**src/design/rhs_pkg.sv**
```systemverilog
// types, codes and helpers for the ray/plane span block
package rhs_pkg;

  typedef enum logic [1:0] {
    KIND_NONE   = 2'd0,
    KIND_WHOLE  = 2'd1,
    KIND_FROM_T = 2'd2,
    KIND_TO_T   = 2'd3
  } kind_t;

  localparam logic [2:0] REG_NORMAL_X  = 3'd0;
  localparam logic [2:0] REG_NORMAL_Y  = 3'd1;
  localparam logic [2:0] REG_NORMAL_Z  = 3'd2;
  localparam logic [2:0] REG_OFFSET    = 3'd3;
  localparam logic [2:0] REG_NEAR_ZERO = 3'd4;
  localparam logic [2:0] REG_MAX_T     = 3'd5;

  localparam int QBITS = 32;

  localparam logic signed [64:0] SUM_MAX = 65'sh0_7FFF_FFFF_FFFF_FFFF;
  localparam logic signed [64:0] SUM_MIN = -65'sh0_7FFF_FFFF_FFFF_FFFF;

  typedef struct packed {
    logic signed [31:0] normal_x;
    logic signed [31:0] normal_y;
    logic signed [31:0] normal_z;
    logic signed [31:0] offset;
    logic [62:0]        near_zero;
  } plane_t;

  typedef struct packed {
    logic signed [31:0] origin_x;
    logic signed [31:0] origin_y;
    logic signed [31:0] origin_z;
    logic signed [31:0] dir_x;
    logic signed [31:0] dir_y;
    logic signed [31:0] dir_z;
  } ray_t;

  // one slot of the divider chain
  typedef struct packed {
    logic        valid;
    logic [63:0] rem;
    logic [31:0] low;
    logic [31:0] quo;
    logic [62:0] den;
    logic        par;
    logic        ovf;
    logic        nz;
    logic        neg;
    logic        dneg;
  } cell_t;

  function automatic logic signed [63:0] sat_add(input logic signed [63:0] a,
                                                 input logic signed [63:0] b);
    logic signed [64:0] s;
    s = {a[63], a} + {b[63], b};
    if (s > SUM_MAX) return SUM_MAX[63:0];
    if (s < SUM_MIN) return SUM_MIN[63:0];
    return s[63:0];
  endfunction

endpackage

```
**src/design/rhs_div_cell.sv**
```systemverilog
// one quotient bit of the restoring divider
module rhs_div_cell
  import rhs_pkg::*;
(
  input  logic  clk,
  input  logic  rst,
  input  logic  en,
  input  cell_t prev,
  output cell_t next
);

  logic [63:0] shifted;
  logic        fits;

  assign shifted = {prev.rem[62:0], prev.low[31]};
  assign fits    = shifted >= {1'b0, prev.den};

  always_ff @(posedge clk) begin
    if (rst) begin
      next.valid <= 1'b0;
    end else if (en) begin
      next.valid <= prev.valid;
    end
  end

  always_ff @(posedge clk) begin
    if (en) begin
      next.rem  <= fits ? shifted - {1'b0, prev.den} : shifted;
      next.low  <= {prev.low[30:0], 1'b0};
      next.quo  <= {prev.quo[30:0], fits};
      next.den  <= prev.den;
      next.par  <= prev.par;
      next.ovf  <= prev.ovf;
      next.nz   <= prev.nz;
      next.neg  <= prev.neg;
      next.dneg <= prev.dneg;
    end
  end

endmodule

```
**config.mk**
```make
export PLATFORM = sky130hd
export DESIGN_NAME = rhs_div_cell
export DESIGN_NICKNAME = d
export VERILOG_FILES = /design/src/design/rhs_pkg.sv /design/src/design/rhs_div_cell.sv
export SDC_FILE = /design/constraint.sdc
export NUM_CORES = 1
export LEC_CHECK = 0
export BUFFER_PORTS_ARGS = -buffer_cell sky130_fd_sc_hd__buf_2
export CAP_MARGIN = 20
export CORE_ASPECT_RATIO = 0.6
export CORE_MARGIN = 1.5
export CORE_UTILIZATION = 51
export CTS_CLUSTER_DIAMETER = 100
export DETAILED_ROUTE_END_ITERATION = 8
export PLACE_DENSITY = 0.82
export SYNTH_ARGS = -nofsm -noshare
export SYNTH_HDL_FRONTEND = slang
export SYNTH_SLANG_ARGS = --single-unit
```
**constraint.sdc**
```tcl
create_clock -name clk -period 4.1 [get_ports clk]
set_clock_uncertainty 0.15 [all_clocks]
set_input_delay 0.82 -clock clk [delete_from_list [all_inputs] [get_ports clk]]
set_output_delay 0.82 -clock clk [all_outputs]
set_load 0.02 [all_outputs]
```
* After elaboration in Yosys (flattened, before gate mapping)
Cells that the tools add are included.
** Word-level totals
- Output and inout bits :: 197
- Word-level logic and storage cells :: 13
- Flip-flop bits (word level) :: 196
** Cells by class
- Order comparisons :: 1
- Mux-type cells :: 1
- Add/subtract/negate cells :: 1
** Operators with widths (count)
- $ge A64 B63 Y1 :: 1
- $mux W64 :: 1
- $sub A64 B63 Y64 :: 1

* Depth between registers and ports, before layout
- Word-level depth :: 2
- Depth in mapped cells :: 15
- Mapped depth without buffers :: 13

* Least setup slack after synthesis
Ideal clock, no wire load.
- Kind :: input to register
- From :: input prev[131] (netlist bit)
- To :: register next[194] (netlist bit), data pin
- Buffers on the path :: 0
- Data arrival time :: 3.127 ns
- Slack :: 0.564 ns
- Data required time :: 3.690 ns
- Library setup time :: 0.260 ns
- Stages :: 13
- Path through :: inv_1 -> ha_1 -> fa_1 -> nor2b_1 -> o31a_1 -> o311ai_2 -> a31oi_4 -> a211oi_2 -> o32ai_2 -> nor2_2 -> o31ai_2 -> xor2_1 -> mux2_2
** Between the ends
- Word-level cells in the longest chain between the ends :: 2
- Elaborated cells on any way between the ends :: 3
** RTL lines
- start, declared :: line rhs_div_cell.sv:8 : input cell_t prev,
- $sub A64 B63 Y64 or $ge A64 B63 Y1 (tied branches) :: line rhs_div_cell.sv:28, rhs_div_cell.sv:16
- $mux W64 * :: line rhs_div_cell.sv:28 : next.rem <= fits ? shifted - {1'b0, prev.den} : shifted;
- end, declared :: line rhs_div_cell.sv:9 : output cell_t next
Every way passes the cells marked *; elsewhere a longest branch is shown, timed or not.
A chain may end at the register's enable or synchronous reset.

* Worst setup path after layout
- From :: input prev[13] (netlist bit)
- To :: register next[189] (netlist bit), data pin
The elaborated chain is that of the path after synthesis.

==> results.txt <==
For the synthesized instance count, the log shows 1009. The transition at the pin with the smallest max-transition slack was 0.786 ns; the number of standard cells in the final layout excluding fillers was 1720. The layout net count is 1694. The dominant synthesized flop cell is edfxtp_1. The fraction of final layout cells with drive strength greater than 1 was 35.2%; the proportion of register bits with asynchronous set or reset after synthesis was 0%. Data arrives at the worst endpoint at 3.95 ns. In the final layout, the registers with the most flip-flops are next: 196 flops.

After detailed placement, the design holds a cell count of 1690. The floorplan has 41 rows. Routability-driven placement finished with a final weighted congestion of 0.931. In the layout the commonest cells are buf_2 (392), edfxtp_1 (195), nand2_1 (115). Across the VDD grid, the largest voltage drop is 0.331 mV. Static leakage power: 6.31 nW. For the starting density of the core, the log shows 52.1%. The accumulated negative setup slack was 0 ns.

The most common cell after layout, fill and taps aside was buf_2. The tools report the later-pin clock latency in the skew report as 0.44 ns. The count of nets left with antenna violations after detail routing is 0, and the chip width is 192 um.

The clock passes through at most 2 buffers. TritonCTS built the clock tree. Buffers inserted during clock tree synthesis total 17. The post-route minimum period works out to 3.81 ns. The number of antenna violations at the first check in global routing is 0, and the per-cell via count in the routed design is 5.51. The number of ports placed on the die boundary is 397, and the total via count in the routed design is 9473. The pre-antenna-repair detailed-routing pass consisted of 5 iterations. The final count of pins violating max slew was 0; the detail-routed net length per standard cell was 19.0 um. Clock-pin slew was measured on the worst setup and hold paths at 0.08 ns.

In this run the worst path has a maximum fanout of 7. The most used routing layer was met2. The type of the worst setup path was in2reg.

The count of final hold-check violations came out at 0. The share of synthesized area in the top cell type comes to 53.5%. The share of the Yosys chip area taken by registers is 53.7%. Net switching is 31.3% of the power. Count of flip-flops with a built-in enable after synthesis: 195.

Number of register bits inferred by synthesis: 196. The flow ran to the end, and the final reports show no timing, DRC or antenna violations. The final setup violation count was 0; the area added between synthesis and finish was 28.7%. The buffer cell driving the clock tree root was clkbuf_16.

Register with the highest flop count: next. The die covers 22400 um2. The cell internal power dissipation came out at 4.01 mW. During synthesis, Yosys emitted a total of 0 warnings. In this run, post-CTS hold repair placed 0 buffers. In this run the power density over the cells is 415 nW/um2.

The tools report the routing usage on met2 as 44.8%. The startpoint of the worst register-to-register path is next[196]$_SDFFE_PP0P_. The total overflow left after global routing is 0. The first global-routing pass estimated 48.5 mm of wire.

The tools report the relative slew slack as 47.6%. The most critical setup path has its startpoint at prev[13]. The final critical-path share of the clock period was 92.9%; the maximum clock rate was 263 MHz. Critical path endpoint category: a register.

After synthesis, the cell types taking the most area are edfxtp_1 (53%), ha_1 (7.2%), nand2_1 (3.9%). Number of levels in the clock H-tree: 4. Gates resized during post-CTS repair numbered 0. The via count of the first global-routing pass was 8813; the core area was 21000 um2. The switching power summed over all nets is 1.83 mW, and the mapped cell area is 11000 um2. The number of distinct library cells after synthesis is 80, and the number of maximum-capacitance violations is 0. For the proportion of power drawn by flip-flops and latches, the log shows 43.1%. The run gives 26.1 mm as the placed wire-length estimate after detailed placement. The met3 track demand over resource was 6.04%; the height of the die was 117 um. Setup repair after global routing left no endpoint under its margin. Combinational cells account for 27.5% of the total power. In this run, the number of DRC markers left after iteration 0 of detailed routing was 769. The largest net degree at the start of global routing is 98, and the final wirelength is 32.6 mm. The register with the most flip-flops in the layout has 196 of them.

In this run the post-CTS setup repair buffer count came out at 0. The tightest min-delay check is of the reg2reg type. STA puts the critical path data required time at 4.24 ns. 0 antenna diodes ended up in the layout.

In the routed design, unresolved DRC markers number 0. The clock net in this run drives a total of 196 sinks. The overall track demand over capacity in global routing came out at 29.0%. In this run, the clock network consumes 29.4% of the power. The run gives 41.5% as the met1 global-route usage. The per-instance average area after synthesis works out to 10.9 um2. During placement, the flow inserted port buffers numbering 393. For the layout filler cell count, the log shows 1717. The startpoint identified for the worst hold timing path is next[196]$_SDFFE_PP0P_.

Cell type with the largest total area after synthesis: edfxtp_1. The startpoint class of the critical path was an input pin. The post-synthesis net count is 1273.
-- critical path, stage by stage --
cell and delay (ns):
buf_2 0.09, inv_1 0.05, ha_1 0.41, inv_1 0.09, or3_4 0.42, o31ai_1 0.51, nand2_1 0.17, o21ai_1 0.28
o21ai_1 0.24, o21bai_1 0.21, buf_4 0.15, mux2_2 0.33, nor3_1 0.17
-- cells in the mapped netlist, types with 16 or more instances --
| cell type | instances |
|---|---|
| xnor2_1 | 32 |
| nand2_1 | 115 |
| a21o_1 | 32 |
| xor2_1 | 23 |
| edfxtp_1 | 195 |
| buf_2 | 20 |
| nand4_1 | 19 |
| a21oi_1 | 78 |
| nor3_1 | 16 |
| o21ai_1 | 20 |
| nor2_1 | 55 |
| inv_1 | 85 |
| ha_1 | 63 |
| clkbuf_1 | 16 |
| o21bai_1 | 23 |
| o21ai_0 | 77 |
-- metrics by stage --
step | area [um2] | utilization [%] | setup slack [ns] | hold WS [ns] | power [mW]
floorplan | 11000 | - | 0.564 | 0.429 | 3.52
global placement | 13500 | 64.2 | 0.106 | 0.320 | 4.11
detailed placement | 13500 | 64.2 | 0.0185 | 0.332 | 4.15
CTS | 14100 | 67.0 | 0.449 | 0.350 | 5.86
global route | 14100 | 67.0 | 0.167 | 0.366 | 6.09
finish | 14100 | 67.0 | 0.291 | 0.348 | 5.84
-- worst paths after layout --
| kind | slack (ns) | depth (start not counted) | endpoint |
|---|---|---|---|
| max | 0.29 | 13 | next[189]$_DFFE_PP_ |
| min reg2reg | 0.35 | 2 | next[196]$_SDFFE_PP0P_ |
| min | 0.35 | 2 | next[196]$_SDFFE_PP0P_ |
| max reg2reg | 3.37 | 2 | next[196]$_SDFFE_PP0P_ |
-- per-layer routing --
| layer | vias up | wire length [um] |
|---|---|---|
| met5 | - | 0 |
| met4 | 0 | 537 |
| met3 | 37 | 2730 |
| met2 | 461 | 14600 |
| met1 | 4432 | 14800 |
| li1 | 4543 | - |
-- cells by family (layout without fill, tap and decap cells) --
group | Yosys count | after routing | share of synthesized area (%)
adders and majority gates | 64 | 64 | 7.38
DFF | 196 | 196 | 53.7
other | 1 | 1 | 0.0342
muxes | 6 | 6 | 0.594
AOI/OAI and AO/OA | 307 | 307 | 18.5
xor gates and xnor gates | 55 | 55 | 4.40
buffers and inverters | 130 | 562 | 5.00
and+or+nand+nor | 250 | 250 | 10.5
-- area by class of cell --
type                            instances  area [um2]  share of cell area, %
Sequential cell                       196        5880                   41.7
Multi-Input combinational cell        683        4530                   32.2
Timing Repair Buffer                  446        2420                   17.2
Clock buffer                           18         429                   3.05
Tap cell                              279         349                   2.48
Inverter                               86         323                   2.29
Clock inverter                         12         156                   1.11
-- power groups by stage --
stage                     Sequential [mW]  Combinational [mW]  Clock, mW
final                                2.52                1.61       1.72
after global routing                 2.54                1.74       1.81
after CTS                            2.52                1.59       1.74
after detailed placement             2.56                1.58          0
after global placement               2.55                1.56          0
after floorplan                      2.84               0.681          0
(Power assumes the default switching activity.)
